File: config.mk
export PLATFORM = sky130hd
export DESIGN_NAME = cadenced_tone_generator_unit
export DESIGN_NICKNAME = d
export VERILOG_FILES = /design/src/sv/ctg_pkg.sv /design/src/sv/cadenced_tone_generator_unit.sv
export SDC_FILE = /design/constraint.sdc
export NUM_CORES = 1
export LEC_CHECK = 0
export ABC_AREA = 1
export BUFFER_PORTS_ARGS = -buffer_cell sky130_fd_sc_hd__buf_4
export CAP_MARGIN = 40
export CORE_ASPECT_RATIO = 0.5
export CORE_MARGIN = 3
export CORE_UTILIZATION = 66
export DETAILED_ROUTE_END_ITERATION = 16
export MAX_ROUTING_LAYER = met4
export PLACE_DENSITY = 0.83
export SLEW_MARGIN = 20
export SYNTH_ARGS = -nofsm -noshare
export SYNTH_HDL_FRONTEND = slang
export SYNTH_SLANG_ARGS = --single-unit
export TNS_END_PERCENT = 20
File: constraint.sdc
create_clock -name clk_i -period 8.4 [get_ports clk_i]
set_input_delay 1.68 -clock clk_i [delete_from_list [all_inputs] [get_ports clk_i]]
set_output_delay 1.68 -clock clk_i [all_outputs]
set_load 0.01 [all_outputs]
File: src/sv/ctg_pkg.sv
`timescale 1ns / 1ps

package ctg_pkg;

  // Register widths and reset values.
  localparam int OnSamplesW  = 20;
  localparam int OffSamplesW = 20;
  localparam int PhaseStepW  = 31;
  localparam int AmplitudeW  = 15;
  localparam int CycleW      = 21;
  localparam int PhaseW      = 32;
  localparam int SampleW     = 16;
  localparam int CfgDataW    = 31;

  localparam logic [OnSamplesW-1:0]  OnSamplesRst  = 20'd8000;
  localparam logic [OffSamplesW-1:0] OffSamplesRst = 20'd24000;
  localparam logic [PhaseStepW-1:0]  PhaseStepRst  = 31'd236223201;
  localparam logic [AmplitudeW-1:0]  AmplitudeRst  = 15'd9830;

  // pi/2 in Q30.
  localparam logic [63:0] HalfPiQ30 = 64'd1686629713;

  // Configuration register indexes.
  typedef enum logic [1:0] {
    CFG_ON_SAMPLES  = 2'd0,
    CFG_OFF_SAMPLES = 2'd1,
    CFG_PHASE_STEP  = 2'd2,
    CFG_AMPLITUDE   = 2'd3
  } cfg_idx_e;

  // Quarter-wave sine entry k for a table of 2^table_bits entries, evaluated at
  // elaboration. Taylor series to x^13 in Q30 with truncated products.
  function automatic logic [15:0] sine_entry(input int k, input int table_bits);
    logic [63:0] a;
    logic [63:0] term;
    logic [63:0] sum;
    logic [63:0] v;
    a    = ((64'(k) * 64'd2 + 64'd1) * HalfPiQ30) >> (table_bits + 1);
    term = a;
    sum  = a;
    for (int n = 1; n <= 6; n++) begin
      term = (term * a) >> 30;
      term = (term * a) >> 30;
      case (n)
        1:       term = term / 64'd6;
        2:       term = term / 64'd20;
        3:       term = term / 64'd42;
        4:       term = term / 64'd72;
        5:       term = term / 64'd110;
        default: term = term / 64'd156;
      endcase
      if ((n % 2) == 1) begin
        sum = (sum >= term) ? sum - term : 64'd0;
      end else begin
        sum = sum + term;
      end
    end
    v = (sum * 64'd32767 + (64'd1 << 29)) >> 30;
    if (v > 64'd32767) begin
      v = 64'd32767;
    end
    return v[15:0];
  endfunction

endpackage

File: src/sv/cadenced_tone_generator_unit.sv
// A result passes through stage one and then the output register after its input
// transfer, and can transfer out once the output register holds it.
// Throughput: one sample per cycle while out_ready_i holds; the position/phase
// update sits at the input stage and the amplitude multiply at the output stage.
// Reset: position and phase clear to zero, the registers take their default
// cadence (8000 on, 24000 off, 440 Hz step, 0.3 level), and both stages empty.
`timescale 1ns / 1ps

module cadenced_tone_generator_unit #(
  parameter int COUNT_BITS      = 21,
  parameter int SINE_TABLE_BITS = 8
) (
  input  logic                              clk_i,
  input  logic                              rst_ni,
  // Sample tick channel
  input  logic                              in_valid_i,
  output logic                              in_ready_o,
  input  logic                              restart_i,
  // Result channel
  output logic                              out_valid_o,
  input  logic                              out_ready_i,
  output logic signed [ctg_pkg::SampleW-1:0] sample_o,
  output logic                              tone_on_o,
  // Configuration write channel
  input  logic                              cfg_valid_i,
  output logic                              cfg_ready_o,
  input  logic [1:0]                        cfg_index_i,
  input  logic [ctg_pkg::CfgDataW-1:0]      cfg_data_i
);

  localparam int TableSize = 1 << SINE_TABLE_BITS;
  localparam int CmpW = (COUNT_BITS > ctg_pkg::CycleW) ? COUNT_BITS : ctg_pkg::CycleW;

  // Configuration registers.
  logic [ctg_pkg::OnSamplesW-1:0]  on_samples_q;
  logic [ctg_pkg::OffSamplesW-1:0] off_samples_q;
  logic [ctg_pkg::PhaseStepW-1:0]  phase_step_q;
  logic [ctg_pkg::AmplitudeW-1:0]  amplitude_q;

  // Cadence state.
  logic [COUNT_BITS-1:0]      pos_q, pos_d;
  logic [ctg_pkg::PhaseW-1:0] phase_q, phase_d;

  // Stage registers.
  logic        s1_valid_q;
  logic [15:0] mag_q;
  logic        neg_q;
  logic        s1_on_q;
  logic        out_valid_q;
  logic signed [ctg_pkg::SampleW-1:0] sample_q;
  logic        tone_on_q;

  logic in_xfer;
  logic out_adv;
  logic s1_adv;

  logic [ctg_pkg::CycleW-1:0]  cycle_len;
  logic [COUNT_BITS-1:0]       base_pos, pos_cur, pos_inc;
  logic [ctg_pkg::PhaseW-1:0]  base_phase, phase_cur;
  logic                        tone_on;
  logic [1:0]                  quad;
  logic [SINE_TABLE_BITS-1:0]  tab_idx;
  logic [15:0]                 tab_mag;
  logic [30:0]                 prod;
  logic [15:0]                 prod_mag;
  logic signed [ctg_pkg::SampleW-1:0] sample_d;

  logic [15:0] sine_rom [TableSize];

  // Quarter-wave sine table, constant after elaboration.
  for (genvar k = 0; k < TableSize; k++) begin : g_sine_rom
    localparam logic [15:0] Entry = ctg_pkg::sine_entry(k, SINE_TABLE_BITS);
    assign sine_rom[k] = Entry;
  end

  // Handshake: the output register frees stage one, which frees the input.
  assign out_adv     = !out_valid_q || out_ready_i;
  assign s1_adv      = !s1_valid_q || out_adv;
  assign in_ready_o  = s1_adv;
  assign in_xfer     = in_valid_i && in_ready_o;
  assign cfg_ready_o = 1'b1;

  // Configuration writes; every index names a register, extra data bits are dropped.
  always_ff @(posedge clk_i or negedge rst_ni) begin
    if (!rst_ni) begin
      on_samples_q  <= ctg_pkg::OnSamplesRst;
      off_samples_q <= ctg_pkg::OffSamplesRst;
      phase_step_q  <= ctg_pkg::PhaseStepRst;
      amplitude_q   <= ctg_pkg::AmplitudeRst;
    end else if (cfg_valid_i && cfg_ready_o) begin
      unique case (ctg_pkg::cfg_idx_e'(cfg_index_i))
        ctg_pkg::CFG_ON_SAMPLES:  on_samples_q  <= cfg_data_i[ctg_pkg::OnSamplesW-1:0];
        ctg_pkg::CFG_OFF_SAMPLES: off_samples_q <= cfg_data_i[ctg_pkg::OffSamplesW-1:0];
        ctg_pkg::CFG_PHASE_STEP:  phase_step_q  <= cfg_data_i[ctg_pkg::PhaseStepW-1:0];
        ctg_pkg::CFG_AMPLITUDE:   amplitude_q   <= cfg_data_i[ctg_pkg::AmplitudeW-1:0];
        default: ;
      endcase
    end
  end

  // Cadence position and phase for the sample being accepted.
  always_comb begin
    cycle_len  = ctg_pkg::CycleW'(on_samples_q) + ctg_pkg::CycleW'(off_samples_q);
    base_pos   = restart_i ? '0 : pos_q;
    base_phase = restart_i ? '0 : phase_q;
    // A position left beyond the cycle by a register write starts a new cycle.
    pos_cur    = (CmpW'(base_pos) >= CmpW'(cycle_len)) ? '0 : base_pos;
    phase_cur  = (pos_cur == '0) ? '0 : base_phase;
    tone_on    = (cycle_len != '0) && (CmpW'(pos_cur) < CmpW'(on_samples_q));
    pos_inc    = pos_cur + COUNT_BITS'(1);
    if (cycle_len == '0) begin
      pos_d   = '0;
      phase_d = '0;
    end else begin
      pos_d   = (CmpW'(pos_inc) >= CmpW'(cycle_len)) ? '0 : pos_inc;
      phase_d = tone_on ? phase_cur + ctg_pkg::PhaseW'(phase_step_q) : phase_cur;
    end
  end

  // Quadrant fold into the quarter-wave table.
  always_comb begin
    quad    = phase_cur[31:30];
    tab_idx = phase_cur[29 -: SINE_TABLE_BITS];
    if (quad[0]) begin
      tab_idx = ~tab_idx;
    end
    tab_mag = sine_rom[tab_idx];
  end

  // Scale by amplitude, truncating the magnitude toward zero.
  always_comb begin
    prod     = 31'(mag_q) * 31'(amplitude_q);
    prod_mag = prod[30:15];
    if (!s1_on_q) begin
      sample_d = '0;
    end else if (neg_q) begin
      sample_d = -$signed(prod_mag);
    end else begin
      sample_d = $signed(prod_mag);
    end
  end

  // Cadence state advances on each input transfer.
  always_ff @(posedge clk_i or negedge rst_ni) begin
    if (!rst_ni) begin
      pos_q   <= '0;
      phase_q <= '0;
    end else if (in_xfer) begin
      pos_q   <= pos_d;
      phase_q <= phase_d;
    end
  end

  // Stage one: table magnitude and sign.
  always_ff @(posedge clk_i or negedge rst_ni) begin
    if (!rst_ni) begin
      s1_valid_q <= 1'b0;
    end else if (s1_adv) begin
      s1_valid_q <= in_valid_i;
    end
  end

  always_ff @(posedge clk_i) begin
    if (in_xfer) begin
      mag_q   <= tone_on ? tab_mag : '0;
      neg_q   <= quad[1];
      s1_on_q <= tone_on;
    end
  end

  // Output register.
  always_ff @(posedge clk_i or negedge rst_ni) begin
    if (!rst_ni) begin
      out_valid_q <= 1'b0;
    end else if (out_adv) begin
      out_valid_q <= s1_valid_q;
    end
  end

  always_ff @(posedge clk_i) begin
    if (out_adv && s1_valid_q) begin
      sample_q  <= sample_d;
      tone_on_q <= s1_on_q;
    end
  end

  assign out_valid_o = out_valid_q;
  assign sample_o    = sample_q;
  assign tone_on_o   = tone_on_q;

  // A silent sample is exactly zero.
  a_off_is_silent: assert property (@(posedge clk_i) disable iff (!rst_ni)
    (out_valid_o && !tone_on_o) |-> (sample_o == '0))
    else $error("nonzero sample in the off part");

  // The input stalls only when both stages hold a result.
  a_stall_only_when_full: assert property (@(posedge clk_i) disable iff (!rst_ni)
    !in_ready_o |-> (s1_valid_q && out_valid_q))
    else $error("input stalled with a free stage");

  // An empty cadence leaves position and phase at zero.
  a_empty_cycle_clears: assert property (@(posedge clk_i) disable iff (!rst_ni)
    (in_xfer && (on_samples_q == '0) && (off_samples_q == '0))
      |=> ((pos_q == '0) && (phase_q == '0)))
    else $error("state not cleared on empty cadence");

  // A restart with a tone part starts the phase over from one step.
  a_restart_phase: assert property (@(posedge clk_i) disable iff (!rst_ni)
    (in_xfer && restart_i && (on_samples_q != '0))
      |=> (phase_q == ctg_pkg::PhaseW'($past(phase_step_q))))
    else $error("phase after restart is not one step");

endmodule

Yosys cells after proc, flatten, opt, wreduce, memory -nomap -nowiden

Memory sizes are Yosys's and may differ from the RTL's. A register that Yosys moved wholly into a read port is not among the register bits.
Index checks and enable logic that the tools add are counted.

Multiply operators: 1
Reductions and logical operators: 16
Muxes and demuxes: 10
Eq/ne operators: 3
Add/sub/neg operators: 4
Order comparisons: 3
Bitwise gates (word level): 2

Operator list:

| cell                                                            | count |
|---|---|
| 32-bit 2-to-1 mux                                               | 4 |
| 21-bit 2-to-1 mux                                               | 4 |
| 21-bit greater-or-equal comparator                              | 2 |
| 21-bit zero test                                                | 2 |
| 32-bit by 31-bit adder with 32-bit output                       | 1 |
| 16-bit by 15-bit multiplier with 31-bit output                  | 1 |
| 20-bit by 20-bit adder with 21-bit output                       | 1 |
| 21-bit by 1-bit adder with 21-bit output, second input constant | 1 |
| 21-bit by 20-bit less-than comparator with 1-bit output         | 1 |
| 21-bit nonzero test                                             | 1 |
| 16-bit 2-to-1 mux                                               | 1 |
| 16-bit negator                                                  | 1 |
| 8-bit NOT with 9-bit output                                     | 1 |
| 8-bit 2-to-1 mux                                                | 1 |
| 8-bit NOT                                                       | 1 |
| 2-bit AND reduction                                             | 4 |
| 2-bit == test, second input constant                            | 2 |
| 1-bit logical AND                                               | 3 |
| 1-bit zero test                                                 | 3 |
| 2-bit by 1-bit == test with 1-bit output, second input constant | 1 |
| 2-bit zero test                                                 | 1 |
| 1-bit logical OR                                                | 2 |

Word-level logic and storage cells: 52
ROM bits: 4,096
Input port bits: 39
Memories kept: 1
Register bits: 160

Memory list:

| memory          | depth | width | read ports | clocked after Yosys merged registers in | wr ports | RTL line                            | source |
|---|---|---|---|---|---|---|---|
| (no name shown) | 256   | 16    | 1          | 1                                       | 0        | cadenced_tone_generator_unit.sv:127 | `tab_mag = sine_rom[tab_idx];` |

Logic depth before layout (Yosys ltp)

Gate-level depths: netlist (run 1).

Depth in word-level cells: 8
Gate-level depth with buffers: 57
Mapped depth without buffers: 54

Worst setup path after synthesis (run 1)

Ideal clock, no wire load.

Path type: input to register
From: input restart_i
To: register phase_q[21] (netlist name)
Path slack: 1.374 ns
Arrival time: 6.869 ns
Stages: 48
Required time: 8.243 ns
Cells stage by stage: clkbuf_1 clkbuf_1 nor2_1 ha_1 nand2_1 inv_1 nand2_1 nand2_1 a21oi_1 nand2_1 nand2_1 nand2_1 a21oi_1 nand3_1 nand3_4 nand2_4 nor2_1 inv_1 (+12 left out) a31oi_1 inv_1 a21oi_1 nor2_1 nor2_1 nor2_1 o21ai_0 nand2_1 nand2_1 nand2_1 nand2_1 nand2_1 nand3_1 nand2_1 nand2_1 nand3_1 nand2_1 o21ai_1

Longest elaborated chain between the ends: 8
Elaborated cells on any way between the ends: 11

Ends and longest elaborated chain:

| item                                      | RTL line                            | source |
|---|---|---|
| start: declaration                        | cadenced_tone_generator_unit.sv:18  | `input logic restart_i,` |
| 21-bit 2-to-1 mux                         | cadenced_tone_generator_unit.sv:104 | `base_pos = restart_i ? '0 : pos_q;` |
| 21-bit greater-or-equal comparator        | cadenced_tone_generator_unit.sv:107 | `pos_cur = (CmpW'(base_pos) >= CmpW'(cycle_len)) ? '0 : base_pos;` |
| 21-bit 2-to-1 mux                         | cadenced_tone_generator_unit.sv:107 |  |
| 21-bit zero test                          | cadenced_tone_generator_unit.sv:108 | `phase_cur = (pos_cur == '0) ? '0 : base_phase;` |
| 32-bit 2-to-1 mux                         | cadenced_tone_generator_unit.sv:108 |  |
| 32-bit by 31-bit adder with 32-bit output | cadenced_tone_generator_unit.sv:116 | `phase_d = tone_on ? phase_cur + ctg_pkg::PhaseW'(phase_step_q) : phase_cur;` |
| 32-bit 2-to-1 mux (*)                     | cadenced_tone_generator_unit.sv:116 |  |
| 32-bit 2-to-1 mux (*)                     | cadenced_tone_generator_unit.sv:111 | `if (cycle_len == '0) begin` |
| end signal: assignment                    | cadenced_tone_generator_unit.sv:150 | `phase_q <= phase_d;` |
| end: declaration                          | cadenced_tone_generator_unit.sv:42  | `logic [ctg_pkg::PhaseW-1:0] phase_q, phase_d;` |

Every way passes the cells marked *; elsewhere a longest branch is shown, timed or not.
A chain may end at the register's enable or synchronous reset.

Worst setup path after layout (run 1)

From: register mag_q[13]
To: register sample_q, in the netlist sample_o[14], data pin

Longest elaborated chain between the ends: 3

Ends and longest elaborated chain:

| item                                               | RTL line                            | source |
|---|---|---|
| start: declaration                                 | cadenced_tone_generator_unit.sv:46  | `logic [15:0] mag_q;` |
| 16-bit by 15-bit multiplier with 31-bit output (*) | cadenced_tone_generator_unit.sv:132 | `prod = 31'(mag_q) * 31'(amplitude_q);` |
| 16-bit negator                                     | cadenced_tone_generator_unit.sv:137 | `sample_d = -$signed(prod_mag);` |
| 16-bit 2-to-1 mux (*)                              | cadenced_tone_generator_unit.sv:136 | `end else if (neg_q) begin` |
| end signal: assignment                             | cadenced_tone_generator_unit.sv:182 | `sample_q <= sample_d;` |
| end: declaration                                   | cadenced_tone_generator_unit.sv:50  | `logic signed [ctg_pkg::SampleW-1:0] sample_q;` |

Marks and branches as above.

==> results of run 1 <==
## metrics by stage
step                      utilization, %  worst slack, ns  cells  area, um2  hold slack [ns]
after floorplan                        -             1.37   3658      24700            0.447
after global placement              69.6             1.01   4081      25300            0.462
after detailed placement            69.8            0.804   4088      25400            0.466
after CTS                           71.4            0.782   4120      26000            0.485
after global routing                71.5            0.101   4121      26000            0.507
final                               71.5            0.558   4121      26000            0.481
## cells in the mapped netlist, types with 4 or more instances
library cell,instances,area share [%]
nor3_1,30,0.61
o31ai_1,7,0.21
nand2_1,1117,17
buf_4,13,0.40
a21oi_2,5,0.18
inv_1,559,8.5
o21ai_0,127,2.6
xor2_1,35,1.2
buf_2,45,0.91
a21oi_1,171,3.5
o21bai_1,10,0.30
clkinv_1,5,0.076
edfxtp_1,34,4.1
ha_1,210,11
xnor2_1,20,0.71
nand2_2,35,0.89
fa_1,169,14
buf_1,6,0.091
clkbuf_1,86,1.3
dfstp_2,34,3.6
nor3_2,4,0.16
mux2_2,9,0.41
a31oi_1,9,0.23
a21o_1,4,0.12
o21a_1,5,0.15
nand3_1,348,7.1
nand3_2,33,1.3
nand4_1,39,0.99
nand3b_1,8,0.24
dfrtp_1,107,11
buf_6,9,0.41
inv_2,24,0.37
o21ai_1,33,0.67
nor2_2,17,0.43
nor2_1,221,3.4
o211ai_1,18,0.55
## flip-flops by register name, summed over array words and instances, names as in the netlist
signal,flops
phase_q,32
phase_step_q,31
pos_q,21
off_samples_q,20
on_samples_q,20
sample_o,16
amplitude_q,15
mag_q,15
neg_q,1
out_valid_o,1
s1_on_q,1
s1_valid_q,1
tone_on_o,1
## repair_timing
| item | CTS | global route |
|---|---|---|
| gates resized for setup | 0 | 1 |
| endpoints found under the setup margin | 0 | 1 |
| hold buffers | 0 | 0 |
## cell usage in the layout, fill, tap and decap left out, drive strengths merged, types with 2 or more instances in the layout
cell type,n
ha,210
o31ai,7
o211ai,19
o2111ai,2
o21a,6
a32o,3
nand3,383
o21ai,162
nor3b,2
nand3b,10
o221ai,2
mux2,9
nor4,3
buf,107
xor2,35
a21boi,3
nor3,35
a21o,4
xnor2,20
o21bai,10
a221oi,2
inv,592
edfxtp,34
clkbuf,20
dfrtp,107
nand4,42
clkinvlp,2
fa,169
a21oi,176
nor2,242
or2,4
nand2,1154
a211oi,3
clkinv,6
a31oi,9
dfstp,34
## routing by layer
metal / wire, um / global-route usage [%]
met3: 10100 / 9.69
met2: 34900 / 63.9
met1: 32500 / 55.9
met5: 0 / -
met4: 3520 / 17.8
## how the worst max path moves through the flow
stage / cells past startpoint / to / start / slack [ns]
2_1_floorplan: 48 / phase_q[21] / restart_i / 1.37
3_3_place_gp: 46 / phase_q[21] / restart_i / 1.01
3_5_place_dp: 25 / sample_o[14] / mag_q[13] / 0.80
4_1_cts: 25 / sample_o[14] / mag_q[13] / 0.78
5_1_grt: 52 / phase_q[21] / on_samples_q[6] / 0.10
6_report: 25 / sample_o[14] / mag_q[13] / 0.56
## layout make-up
cell class	instances	area, um2
multi-input cells	2735	17100
fillers	3015	10300
flip-flops and latches	175	4590
inverters	588	2210
repair buffers	107	900
well taps	484	606
clock buffers	20	467
clock inverters	12	116
## logic make-up after synthesis
| group | Yosys count | share of synthesized area [%] |
|---|---|---|
| mux | 9 | 0.411 |
| other cells | 1 | 0.0152 |
| flops | 175 | 18.6 |
| compound gates | 415 | 9.38 |
| simple gates | 1876 | 33.1 |
| buf+inv | 748 | 12.1 |
| fa+ha+maj | 379 | 24.4 |
| xor+xnor | 55 | 1.95 |
## tightest hold or removal path: cells and delay by family (launching register included)
family | cells | cell delay [ns]
DFF | 1 | 0.34
and+or+nand+nor | 2 | 0.10
==> results.md, run 1 <==
* Run status: completed
* Vias in the first global route at 24632
* Critical path's largest stage delay at 0.89 ns
* Post-Synthesis Cells at 3658
* Worst path slowest cell: edfxtp_1
* Crit path max-delay family: adder cells
* Syn avg cell area at slightly below 7 um2
* Die ar. at about 40000 um2
* Unrepaired setup endpoints after global routing: false
* Final Cycle Share at 93.4%
* TritonCTS buffer count at 17
* CTS Buffer Depth at 2
* Total grt overflow at 0
* Die Y-Extent at around 140 um
* FP Rows at between 40 and 50
* # setup viols final at 0
* Reg-to-reg slack, setup at around 0.56 ns
* Syn nets at around 4000
* Worst skew pair latency at between 0.4 and 0.5 ns
* Register bit count reported by yosys at between 150 and 200
* Post-route ant nets at 0
* DR vias/cell at roughly 6
* Hold Path Stages at 2
* Endpoints failing hold at 0
* Post-CTS Setup Repair Bufs at 0
* Reg2reg end: sample_o[14]
* Post-DP HPWL at 61.7 mm
* Setup total negative slack at 0 ns
* Slew headroom at between 40 and 50%
* CP arrival at 8.07 ns
* Reg2reg start: mag_q[13]
* CTS sink cnt at 175
* Post-layout nets at about 4000
* Ys async rst share at between 80% and 90%
* Die W at approximately 280 um
* Port Buffers at 57
* Initial Util at between 60% and 70%
* Yosys cell types at 69
* Largest net degree at the start of global routing at 68
* Worst Skew at about 0.018 ns
* Startpoint of the worst hold path: phase_q[14]
* Buf+Inv Stages, Crit Path at 3
* Final WL at ~80 mm
* Antenna violations before repair at 0
* DRC at 0
* Worst hold path type: reg -> reg
* Crit. End Element: register
* Initial DRC Count at about 3600
* IO Count at 59
* Worst-Margin Slew at approximately 0.83 ns
* Area growth syn-to-layout at 5.41%
* Core Region at roughly 36000 um2
* Share of cells above drive strength 1 at approximately 9.1%
* CP most frequent cell: fa_1
* Final slew viol count at 0
* Via count at ~25000
* Total track usage at 42.5%
* Worst reg2reg path depth at 25
* Main synth FF type: dfrtp_1
* Min Tclk post-route at between 7 and 8 ns
* EDFF count, synth at 34
* Root Buffer Master: clkbuf_16
* Register area share after synthesis at roughly a fifth
* Crit Path Category: reg -> reg
* H-tree depth at 4
* Antenna cells at 0
* Initial DRT Pass Iterations at 10
* Worst Setup Start Kind: register
* GP Congestion at roughly 1.1
* Peak Freq at approximately 130 MHz
* Critical Path Fanout Max at 15
* TritonCTS clock tree: yes
* Synth warn at 0
* First-pass GRT wire length at ~130 mm
* Max cap viols at 0
* Clock transition at path regs at 0.08 ns
* Hold path endpoint: phase_q[14]
* WL per Instance at 19.7 um
* Cell area after synthesis at about 25000 um2
* Worst Path Required at 8.63 ns
Power of run 1 is not shown: default switching activity piles up to over one toggle a cycle in this logic, so the estimate is an artifact.
==> run 2, diff against run 1 <==
--- a/config.mk
+++ b/config.mk
@@ -14,6 +14,7 @@
 export DETAILED_ROUTE_END_ITERATION = 16
 export MAX_ROUTING_LAYER = met4
 export PLACE_DENSITY = 0.83
+export REMOVE_ABC_BUFFERS = 1
 export SLEW_MARGIN = 20
 export SYNTH_ARGS = -nofsm -noshare
 export SYNTH_HDL_FRONTEND = slang
==> run 2 against run 1 <==
The run now fails in global routing. Synthesized cell count stayed put. Synthesized area unchanged.
==> results.md, run 2 <==
* Port Buffers at 57 (unchanged)
* CTS sink cnt at 175 (unchanged)
* Antenna violations before repair at 17
* Error msg: [ERROR GRT-0232] Routing congestion too high. Check the congestion heatmap in the GUI.
* Synth warn at 0 (unchanged)
* H-tree depth at 4 (unchanged)
* Register area share after synthesis at 18.6% (unchanged)
* Syn avg cell area at 6.74 um2 (unchanged)
* Post-DP HPWL at 68.7 mm (+11%)
* Run status: aborted with a tool error
* FP Rows at 49 (unchanged)
* Die Y-Extent at 143 um (unchanged)
* Synth top cells by count: 1117 x nand2_1, 559 x inv_1, 348 x nand3_1
* TritonCTS buffer count at 17 (unchanged)
* Ys async rst share at 80.6% (unchanged)
* Stage reached: global routing
* GP Congestion at 1.08 (-5.0%)
* Worst setup endpoint GRT: sample_o[15]$_SDFFCE_PN0P_/D
* Initial Util at 67.9% (unchanged)
* Register bit count reported by yosys at 175 (unchanged)
* Root Buffer Master: clkbuf_16
* # hold bufs at CTS at 0 (unchanged)
* Yosys top cell by area: nand2_1
* Synth area leaders: nand2_1 17%, fa_1 14%, dfrtp_1 11%
* Main synth FF type: dfrtp_1
* IO Count at 59 (unchanged)
* EDFF count, synth at 34 (unchanged)
* Worst_ep kind: register input
* Total grt overflow at 111
* Post-Synthesis Cells at 3658 (unchanged)
* Yosys cell types at 69 (unchanged)
* Share of the synthesized area in the top cell type at 17.0% (unchanged)
* Largest net degree at the start of global routing at 92
* DP Worst Slack at 0.449 ns (-0.355 ns)
* Die W at 279 um (unchanged)
* Post-CTS resize count at 0 (unchanged)
* Most common cell in the synthesized netlist: nand2_1
* CTS Buffer Depth at 2 (unchanged)
* Post-CTS Setup Repair Bufs at 0 (unchanged)
* Dpl cells at 4082 (-0.15%)
* Cell area after synthesis at 24700 um2 (unchanged)
* Total track usage at ~66%
[run 2: logic make-up after synthesis]
family | count (synthesis) | synth area share (%)
other | 1 | 0.0152
muxes | 9 | 0.411
xor gates and xnor gates | 55 | 1.95
AOI/OAI and AO/OA | 415 | 9.38
adders and majority gates | 379 | 24.4
and+or+nand+nor | 1876 | 33.1
buffers and inverters | 748 | 12.1
DFF | 175 | 18.6
[run 2: layer usage]
metal	global-route usage, %	GRT overflow
met5	-	-
met2	81.1	57
met1	74.2	10
met4	47.0	38
met3	47.8	6
[run 2: stage by stage]
step / util, % / cell area (um2) / hold slack (ns)
2_1_floorplan: - / 23900 / 0.447
3_3_place_gp: 69.6 / 25300 / 0.453
3_5_place_dp: 69.8 / 25400 / 0.468
4_1_cts: 71.4 / 26000 / 0.484
==> run 3, diff against run 2 <==
--- a/config.mk
+++ b/config.mk
@@ -8,12 +8,10 @@
 export ABC_AREA = 1
 export BUFFER_PORTS_ARGS = -buffer_cell sky130_fd_sc_hd__buf_4
 export CAP_MARGIN = 40
-export CORE_ASPECT_RATIO = 0.5
 export CORE_MARGIN = 3
-export CORE_UTILIZATION = 66
+export CORE_UTILIZATION = 40
 export DETAILED_ROUTE_END_ITERATION = 16
-export MAX_ROUTING_LAYER = met4
-export PLACE_DENSITY = 0.83
+export PLACE_DENSITY_LB_ADDON = 0.15
 export REMOVE_ABC_BUFFERS = 1
 export SLEW_MARGIN = 20
 export SYNTH_ARGS = -nofsm -noshare
==> run 3 against run 2 <==
The run now ends clean.
==> results.md, run 3 (synthesis results as in run 1) <==
* Peak Freq at ~130 MHz
* FF+latch area at 4590 um2
* Worst path slowest cell: dfstp_2
* Worst-Margin Slew at roughly 0.77 ns
* Via count at 23563
* Vias in the first global route at roughly 23000
* Total track usage at 25.3%
* Final Cycle Share at between 80% and 90%
* Largest registers: phase_q (32), phase_step_q (31), pos_q (21)
* Biggest register: phase_q
* Post-CTS Setup Repair Bufs at 0 (unchanged)
* CP most frequent cell: nand2_1
* Share of cells above drive strength 1 at under 10%
* Antenna cells at 0
* DR vias/cell at 5.33
* Post-DP Area at 25700 um2 (+1.2%)
* Crit Path Category: reg -> reg
* H-tree depth at 4 (unchanged)
* Buf+Inv Stages, Crit Path at 3
* Post-route cell area at 26300 um2
* Worst Path Required at around 8.8 ns
* Core Region at between 60000 and 70000 um2
* GP Congestion at 0.993 (-8.4%)
* Max cap viols at 0
* Most frequent cells in the layout: 1115 x nand2_1, 559 x inv_1, 346 x nand3_1, 221 x nor2_1, 210 x ha_1
* Clock transition at path regs at approximately 0.08 ns
* Initial DRT Pass Iterations at 5
* Crit path max-delay family: simple AND/OR/NAND/NOR gates
* Initial DRC Count at between 2000 and 2500
* Slew headroom at between 40 and 50%
* Die Y-Extent at 254 um (+78%)
* Die ar. at about 65000 um2
* CTS sink cnt at 175 (unchanged)
* Die W at 254 um (-9.0%)
* Max reg flops at 32
* TritonCTS buffer count at 17 (unchanged)
* Post-layout nets at between 4000 and 5000
* Setup total negative slack at 0 ns
* # setup viols final at 0
* Worst skew pair latency at approximately 0.50 ns
* Post-DP HPWL at 62.5 mm (-9.1%)
* Initial Util at 40.6% (-27 points)
* Endpoints failing hold at 0
* Reg-to-reg slack, setup at ~0.86 ns
* CP arrival at 7.92 ns
* Root Buffer Master: clkbuf_16
* Area occupied by multi-input gates at between 15000 and 20000 um2
* Antenna violations before repair at 5
* Post-route ant nets at 0
* Critical Path Fanout Max at 21
* FP Rows at 90 (+84%)
* Worst Setup Start Kind: register
* Final slew viol count at 0
* IO Count at 59 (unchanged)
* WL per Instance at roughly 18 um
* Area growth syn-to-layout at 6.76%
* TritonCTS clock tree: yes
* Worst Skew at ~0.02 ns
* Worst hold path type: reg -> reg
* # hold bufs at CTS at 0 (unchanged)
* First-pass GRT wire length at about 130 mm
* Min Tclk post-route at ~7.5 ns
* Crit. End Element: register
* Final WL at between 80 and 90 mm
* Port Buffers at 57 (unchanged)
* Unrepaired setup endpoints after global routing: false
* Commonest non-fill, non-tap cell in the layout: nand2_1
* Post-CTS resize count at 0 (unchanged)
* Fillcell total at 6482
* Critical path's largest stage delay at 0.55 ns
* Largest net degree at the start of global routing at 82
* Total grt overflow at 0
* Run status: completed
* DRC at 0
* CTS Buffer Depth at 2 (unchanged)
==> run 3: metal layers <==
metal	routed length, um	track usage, %	vias up
met3	4980	3.92	155
met2	35900	40.2	820
met1	37300	35.4	11108
met4	2610	8.27	0
li1	-	-	11480
met5	0	0	-
==> run 3: layout make-up <==
type                    instances  area share [%]
well taps                     782            3.71
flip-flops and latches        175            17.4
inverters                     588            8.38
clock buffers                  18            1.63
clock inverters                14           0.632
repair buffers                106            3.23
multi-input cells            2735            65.0
==> run 3: stage by stage <==
stage,worst slack [ns],hold WS (ns),util [%],instances
finish,0.859,0.484,43.4,4418
global route,0.0552,0.505,43.4,4418
CTS,0.827,0.487,43.3,4415
detailed placement,0.858,0.465,42.3,4383
global placement,0.834,0.466,42.3,4380
floorplan,0.663,0.447,-,3498
==> run 3: worst paths after layout <==
check / start / cells past startpoint / endpoint
max in group asynchronous: rst_ni / 3 / amplitude_q[1]
min reg2reg: pos_q[15] / 2 / pos_q[15]
max reg2reg: on_samples_q[10] / 42 / pos_q[4]
min in group asynchronous: rst_ni / 1 / off_samples_q[9]
max: on_samples_q[10] / 42 / pos_q[4]
min: pos_q[15] / 2 / pos_q[15]
==> run 3: worst register-to-register path: cells and delay by family, from the launching register on <==
family / cells / cell delay (ns)
adder cells (fa/ha/maj): 4 / 1.20
AO/OA/AOI/OAI: 9 / 1.75
XOR/XNOR: 2 / 0.60
AND/OR/NAND/NOR: 24 / 2.90
buffers and inverters: 3 / 0.44
flip-flops: 1 / 0.55
Power of run 3 is left out for the same reason.
